[config.mk]
export PLATFORM = sky130hd
export DESIGN_NAME = expression_shift_reduce_recognizer
export DESIGN_NICKNAME = d
export VERILOG_FILES = /design/src/esr_pkg.sv /design/src/esr_ram.sv /design/src/expression_shift_reduce_recognizer.sv
export SDC_FILE = /design/constraint.sdc
export NUM_CORES = 2
export LEC_CHECK = 0
export BUFFER_PORTS_ARGS = -buffer_cell sky130_fd_sc_hd__buf_2
export CAP_MARGIN = 20
export CORE_ASPECT_RATIO = 2
export CORE_MARGIN = 4
export CORE_UTILIZATION = 35
export DETAILED_ROUTE_END_ITERATION = 8
export SYNTH_ARGS = -nofsm -noshare
export SYNTH_HDL_FRONTEND = slang
export SYNTH_HIERARCHICAL = 1
export SYNTH_SLANG_ARGS = --single-unit
[constraint.sdc]
create_clock -name clock -period 8.5 [get_ports clock]
set_input_delay 0.425 -clock clock [delete_from_list [all_inputs] [get_ports clock]]
set_output_delay 0.425 -clock clock [all_outputs]
set_load 0.005 [all_outputs]
[src/esr_pkg.sv]
// Shared types, constants and helpers for the expression shift-reduce recognizer.
// No dependencies; imported by the top level and the testbench.
package esr_pkg;

   localparam int STACK_DEPTH = 256;
   localparam int SYM_W       = 8;
   localparam int ADDR_W      = $clog2(STACK_DEPTH);
   localparam int CNT_W       = $clog2(STACK_DEPTH + 1);
   localparam int OUT_DEPTH_W = 9;

   localparam logic [SYM_W-1:0] SYM_E     = 8'h45;   // 'E'
   localparam logic [SYM_W-1:0] SYM_T     = 8'h54;   // 'T'
   localparam logic [SYM_W-1:0] SYM_PLUS  = 8'h2B;   // '+'
   localparam logic [SYM_W-1:0] SYM_OPEN  = 8'h28;   // '('
   localparam logic [SYM_W-1:0] SYM_CLOSE = 8'h29;   // ')'
   localparam logic [SYM_W-1:0] LOWER_A   = 8'h61;   // 'a'
   localparam logic [SYM_W-1:0] LOWER_Z   = 8'h7A;   // 'z'
   localparam logic [SYM_W-1:0] UPPER_A   = 8'h41;   // 'A'
   localparam logic [SYM_W-1:0] UPPER_Z   = 8'h5A;   // 'Z'

   typedef enum logic [1:0] {
      ST_IDLE,
      ST_REDUCE,
      ST_FILL_NEAR,
      ST_FILL_FAR
   } esr_state_type;

   // Letters other than the nonterminals E and T reduce to T.
   function automatic logic is_ident(input logic [SYM_W-1:0] c);
      logic letter;
      letter = (c inside {[LOWER_A:LOWER_Z], [UPPER_A:UPPER_Z]});
      return letter && (c != SYM_E) && (c != SYM_T);
   endfunction

endpackage

[src/esr_ram.sv]
// Generic single-clock RAM: one write port, one read port with registered read data.
// No dependencies.
module esr_ram #(
   parameter int WIDTH = 8,
   parameter int DEPTH = 256
) (
   input  logic                     clock,
   input  logic                     wr_en,
   input  logic [$clog2(DEPTH)-1:0] wr_addr,
   input  logic [WIDTH-1:0]         wr_data,
   input  logic [$clog2(DEPTH)-1:0] rd_addr,
   output logic [WIDTH-1:0]         rd_data
);

   logic [WIDTH-1:0] mem_ff [DEPTH];
   logic [WIDTH-1:0] rd_data_ff;

   always_ff @(posedge clock) begin
      if (wr_en) begin
         mem_ff[wr_addr] <= wr_data;
      end
      rd_data_ff <= mem_ff[rd_addr];
   end

   assign rd_data = rd_data_ff;

endmodule

[src/expression_shift_reduce_recognizer.sv]
// Top level of the expression shift-reduce recognizer.
// Depends on esr_pkg and esr_ram.

// One character per transfer is pushed on a 256-entry symbol stack held in a RAM,
// with the top three entries mirrored in registers. A small sequencer then applies
// at most one reduction per cycle (E+T to E, (E) to T, identifier letter to T,
// T to E, in that priority) through one compare unit on those registers. An item
// passes through the push, any single-symbol reductions, any E+T or (E) reductions
// (each of which refills the top registers through the RAM read port in the
// ST_FILL_NEAR and ST_FILL_FAR states) and the hand-off of the result, which waits
// while an earlier result still holds the output register.
// The block takes a new item while the previous result still waits on rsp_ready.
// On an item with req_last set, rsp_accepted reports a stack of exactly one E and
// the stack is emptied; rsp_overflow is sticky until reset.
module expression_shift_reduce_recognizer
   import esr_pkg::*;
(
   input  logic                   clock,
   input  logic                   reset,
   input  logic                   req_valid,
   output logic                   req_ready,
   input  logic [SYM_W-1:0]       req_symbol,
   input  logic                   req_last,
   output logic                   rsp_valid,
   input  logic                   rsp_ready,
   output logic                   rsp_accepted,
   output logic                   rsp_overflow,
   output logic [OUT_DEPTH_W-1:0] rsp_depth
);

   esr_state_type state_ff, state_in;
   logic [CNT_W-1:0] depth_ff, depth_in;
   logic overflow_ff, overflow_in;
   logic last_ff, last_in;
   logic [SYM_W-1:0] top0_ff, top0_in;   // entry depth-1
   logic [SYM_W-1:0] top1_ff, top1_in;   // entry depth-2
   logic [SYM_W-1:0] top2_ff, top2_in;   // entry depth-3
   logic rsp_valid_ff, rsp_valid_in;
   logic rsp_accepted_ff, rsp_accepted_in;
   logic rsp_overflow_ff, rsp_overflow_in;
   logic [OUT_DEPTH_W-1:0] rsp_depth_ff, rsp_depth_in;

   logic wr_en;
   logic [ADDR_W-1:0] wr_addr, rd_addr;
   logic [SYM_W-1:0] wr_data, rd_data;
   logic [CNT_W-1:0] depth_m1, depth_m3, depth_m4;
   logic has_three, has_one, out_free;

   assign depth_m1  = depth_ff - CNT_W'(1);
   assign depth_m3  = depth_ff - CNT_W'(3);
   assign depth_m4  = depth_ff - CNT_W'(4);
   assign has_three = depth_ff >= CNT_W'(3);
   assign has_one   = depth_ff != '0;
   assign out_free  = !rsp_valid_ff || rsp_ready;

   esr_ram #(
      .WIDTH(SYM_W),
      .DEPTH(STACK_DEPTH)
   ) u_stack (
      .clock  (clock),
      .wr_en  (wr_en),
      .wr_addr(wr_addr),
      .wr_data(wr_data),
      .rd_addr(rd_addr),
      .rd_data(rd_data)
   );

   always_comb begin
      state_in        = state_ff;
      depth_in        = depth_ff;
      overflow_in     = overflow_ff;
      last_in         = last_ff;
      top0_in         = top0_ff;
      top1_in         = top1_ff;
      top2_in         = top2_ff;
      rsp_valid_in    = rsp_valid_ff && !rsp_ready;
      rsp_accepted_in = rsp_accepted_ff;
      rsp_overflow_in = rsp_overflow_ff;
      rsp_depth_in    = rsp_depth_ff;
      wr_en           = 1'b0;
      wr_addr         = depth_ff[ADDR_W-1:0];
      wr_data         = req_symbol;
      rd_addr         = depth_m4[ADDR_W-1:0];
      req_ready       = 1'b0;

      case (state_ff)
         ST_IDLE: begin
            req_ready = 1'b1;
            if (req_valid) begin
               last_in = req_last;
               if (depth_ff != CNT_W'(STACK_DEPTH)) begin
                  wr_en    = 1'b1;
                  top0_in  = req_symbol;
                  top1_in  = top0_ff;
                  top2_in  = top1_ff;
                  depth_in = depth_ff + CNT_W'(1);
               end else begin
                  // drop the push, flag it
                  overflow_in = 1'b1;
               end
               state_in = ST_REDUCE;
            end
         end
         ST_REDUCE: begin
            if (has_three && top2_ff == SYM_E && top1_ff == SYM_PLUS && top0_ff == SYM_T) begin
               wr_en    = 1'b1;
               wr_addr  = depth_m3[ADDR_W-1:0];
               wr_data  = SYM_E;
               top0_in  = SYM_E;
               depth_in = depth_ff - CNT_W'(2);
               state_in = ST_FILL_NEAR;
            end else if (has_three && top2_ff == SYM_OPEN && top1_ff == SYM_E
                         && top0_ff == SYM_CLOSE) begin
               wr_en    = 1'b1;
               wr_addr  = depth_m3[ADDR_W-1:0];
               wr_data  = SYM_T;
               top0_in  = SYM_T;
               depth_in = depth_ff - CNT_W'(2);
               state_in = ST_FILL_NEAR;
            end else if (has_one && is_ident(top0_ff)) begin
               wr_en   = 1'b1;
               wr_addr = depth_m1[ADDR_W-1:0];
               wr_data = SYM_T;
               top0_in = SYM_T;
            end else if (has_one && top0_ff == SYM_T) begin
               wr_en   = 1'b1;
               wr_addr = depth_m1[ADDR_W-1:0];
               wr_data = SYM_E;
               top0_in = SYM_E;
            end else if (out_free) begin
               // no rule applies: hand off the result, empty the stack on last
               rsp_valid_in    = 1'b1;
               rsp_accepted_in = last_ff && depth_ff == CNT_W'(1) && top0_ff == SYM_E;
               rsp_overflow_in = overflow_ff;
               rsp_depth_in    = OUT_DEPTH_W'(depth_ff);
               if (last_ff) begin
                  depth_in = '0;
               end
               state_in = ST_IDLE;
            end
         end
         ST_FILL_NEAR: begin
            // read of the new depth-2 entry was issued by the reduction
            top1_in  = rd_data;
            rd_addr  = depth_m3[ADDR_W-1:0];
            state_in = ST_FILL_FAR;
         end
         ST_FILL_FAR: begin
            top2_in  = rd_data;
            state_in = ST_REDUCE;
         end
         default: begin
            state_in = ST_IDLE;
         end
      endcase
   end

   always_ff @(posedge clock) begin
      if (reset) begin
         state_ff     <= ST_IDLE;
         depth_ff     <= '0;
         overflow_ff  <= 1'b0;
         rsp_valid_ff <= 1'b0;
      end else begin
         state_ff     <= state_in;
         depth_ff     <= depth_in;
         overflow_ff  <= overflow_in;
         rsp_valid_ff <= rsp_valid_in;
      end
      last_ff         <= last_in;
      top0_ff         <= top0_in;
      top1_ff         <= top1_in;
      top2_ff         <= top2_in;
      rsp_accepted_ff <= rsp_accepted_in;
      rsp_overflow_ff <= rsp_overflow_in;
      rsp_depth_ff    <= rsp_depth_in;
   end

   assign rsp_valid    = rsp_valid_ff;
   assign rsp_accepted = rsp_accepted_ff;
   assign rsp_overflow = rsp_overflow_ff;
   assign rsp_depth    = rsp_depth_ff;

   a_depth_bound: assert property (@(posedge clock) disable iff (reset)
      depth_ff <= CNT_W'(STACK_DEPTH))
      else $error("stack depth beyond capacity");

   a_overflow_sticky: assert property (@(posedge clock) disable iff (reset)
      overflow_ff |=> overflow_ff)
      else $error("overflow flag cleared without reset");

   a_accept_single: assert property (@(posedge clock) disable iff (reset)
      (rsp_valid_ff && rsp_accepted_ff) |-> rsp_depth_ff == OUT_DEPTH_W'(1))
      else $error("acceptance reported with depth other than one");

   a_last_empties: assert property (@(posedge clock) disable iff (reset)
      (state_ff == ST_REDUCE && state_in == ST_IDLE && last_ff) |=> depth_ff == '0)
      else $error("stack not emptied after last item");

endmodule

==> run metrics <==
Clk Latency, worst-skew pair=slightly above 0.8 ns; largest net degree at the start of global routing=about 180; RSZ-0062 raised after global routing=false; CTS tree=done; sequential-to-total area share from yosys stat=76.1%; Post-Place Worst Slack=around 2.7 ns; Critical Path RT=8.89 ns; CTS root buffer=clkbuf_16; # fillers=about 21k; final hold violations=0; Final HPWL DP=approximately 140000 µm; post-synth top area share=75.6%; Layout area overhead=11.5%; total CTS buffers=approximately 170; worst vdd ir=roughly 0.16 mV; Max-Cap Viols=0; P_sw=5.36 mW; Pint=roughly 17 mW; hold path start=req_valid; Final Total Pwr=22.4 mW; Crit. Startpoint=depth_ff[2]$_SDFFE_PP0P_; post-synth top area cell=edfxtp_1; Setup TNS=0 ns; worst-path fanout max=16; largest cells by area after synthesis=edfxtp_1, mux4_2, mux2i_1, nor2_1, a22oi_1; Yosys reg bits=2105; Area after DPL=between 0.08 and 0.09 mm²; Leak=approximately 27 nW; Row Count=252; GPL Wtd Cong=0.890; crit path launch type=flip-flop; CP Capture Type=flip-flop; layout cell share with drive strength beyond 1=~22%; Routed WL=223000 µm; Reg2Reg Launch Point=depth_ff[2]$_SDFFE_PP0P_; Reg2Reg Depth=11; Vias per Instance=around 5.5; power share of the combinational group=between 10% and 20%; vias in the first global route=between 40k and 50k; crit path kind=reg2reg; sequential share of power=between 50% and 60%; GRT Util Overall=18.1%; Final setup viols=0; final slew viol count=0; yosys warns=6; first-pass GRT wire length=roughly 320000 µm; FMAX=approximately 170 MHz; Post-Synthesis Cells=~4.1k; First-pass DRT Iterations=6; min Tclk post-route=5.90 ns; Die Ht=about 700 µm; CP Data Arrival Time=about 6.3 ns; synthesized area=~0.083 mm²; Layout Nets=about 4.1k; H-Tree Depth=4; DRC violation total after the first TritonRoute iteration=~3.8k; die area=0.245 mm²; die width=roughly 350 µm; initial antenna violation count=2; post-layout util=between 30% and 40%; Core Area=about 0.24 mm²; average wire per standard cell=approximately 31 µm; number of synthesized flops with an enable pin=2084; number of post-CTS setup repair buffers=0; Sw Ratio=23.9%; port bufs=25; CTS sink cnt=between 2k and 2.5k; fraction of registers with async set/reset=0%; Worst Hold Path Cells=3; relative slew slack=13.9%; GR Overflow Total=0; number of nets with antenna violations after routing=0; Layout Skew=about 0.065 ns; Power Density=243 mW/mm²; top post-synthesis cells by count=edfxtp_1, mux4_2, nor2_1, mux2i_1, a22oi_1; I/O pin cnt=26; Layout Cell Area excl Fill=about 0.092 mm²; Final WS setup=roughly 2.6 ns; clock slew at reported path FFs=approximately 0.070 ns; Primary FF master, synth=edfxtp_1; CTS Buffer Depth=4; worst hold-check path type=in2reg; Clk pwr share=between 30% and 40%; status=complete, no violations; most instantiated library cell after synthesis=edfxtp_1; Remaining DRCs=0; Synthesized Nets=about 4.1k; Distinct cells, synth=83; worst slew pin tran=about 1.3 ns; Syn Area/Cell=20.4 µm²; via count=between 40k and 50k; final period utilization=a little over two thirds; Initial Utilization=a little over a third
[cell type report]
class	count	area (µm²)	area share, %
antenna	4	10.0	0.0109
multi-input combinational	1680	18400	19.9
inverter	20	75.1	0.0814
clock buffer	201	4550	4.93
clock inverter	96	1170	1.27
sequential	2105	63000	68.3
tap	3048	3810	4.13
timing repair buffer	136	1230	1.33
[per-stage QoR]
stage	cells	hold WS [ns]
after CTS	7284	0.00109
after global placement	6971	0.422
after detailed placement	6977	0.421
final	7290	0.0803
after global routing	7287	0.0806
after floorplan	4056	0.406
[cells by family after synthesis]
kind of cell | count (synthesis) | synth area share [%]
AND/OR/NAND/NOR | 585 | 3.37
flip-flops | 2105 | 76.1
XOR/XNOR | 14 | 0.148
adder cells (fa/ha/maj) | 16 | 0.242
multiplexers | 610 | 14.3
buffers and inverters | 271 | 1.95
AO/OA/AOI/OAI | 455 | 3.85
[worst max-delay path, stage by stage (launching register included)]
cell,delay [ns]
dfxtp_1,0.39
inv_1,0.26
ha_1,0.38
nor4b_1,0.67
nand3_1,0.19
nand3_2,0.25
a21o_1,0.42
a211oi_1,0.11
xnor2_1,0.58
nor2b_1,0.35
nand3_1,0.75
nor2_1,1.13
[power by group through the flow]
stage | Combinational, mW | Sequential [mW] | Clock, mW
global route | 2.63 | 11.6 | 8.82
floorplan | 1.60 | 11.9 | 0
detailed placement | 2.54 | 11.9 | 0
finish | 2.52 | 11.6 | 8.28
global placement | 2.51 | 11.9 | 0
CTS | 2.54 | 11.6 | 8.45
[placed cells by master, fill, tap and decap left out, types with 16 or more instances in the layout]
cell       netlist  routed
edfxtp_1      2084    2084
nand3_1         48      48
buf_12           8      18
clkinv_2         0      24
clkbuf_16        0     177
nand2_1         54      53
clkbuf_1       125      21
mux4_2         454     454
clkinv_1         1      25
a22oi_1        133     133
mux2_2          18      18
nor2b_1         36      33
nor3_1          30      30
buf_4           27      79
nor2_1         304     301
buf_2           31      27
a211oi_1        21      19
a21oi_1        115     114
o22ai_1         29      29
bufinv_16        0      26
o221ai_1        46      46
ha_1            16      16
mux2i_1        136     136
nor4_1          29      18
inv_1           19      19
o21ai_0         25      24
dfxtp_1         21      21
[sequential cells by signal, summed over array words and instances (netlist names)]
register and count:
u_stack/rd_data 8, u_stack/mem_ff 2048, rsp_valid 1, rsp_accepted 1, depth_ff 9, state_ff 2
rsp_overflow 1, top2_ff 8, top1_ff 8, overflow_ff 1, top0_ff 8, last_ff 1
rsp_depth 9
[routing by layer]
layer  track usage (%)  vias to the layer above  wire length [µm]
met1              18.5                    21500             71500
met3              2.07                      534             10600
li1                  -                    16900                 -
met4              12.3                        0             18300
met2              34.0                     1482            123000
met5                 0                        -                 0
[timing repair]
item                      4_1_cts  5_1_grt
hold buffers                   10        0
hold endpoints to repair       16        0
resized for setup               0        0
[worst paths after layout]
kind,endpoint,slack [ns]
setup / recovery,u_stack/mem_ff[216][3]$_DFFE_PP_,2.60
hold / removal,last_ff$_DFFE_PP_,0.08
setup reg to reg,u_stack/mem_ff[216][3]$_DFFE_PP_,2.60
hold reg to reg,rsp_overflow$_DFFE_PP_,0.45
Power figures use the tool's default switching activity.
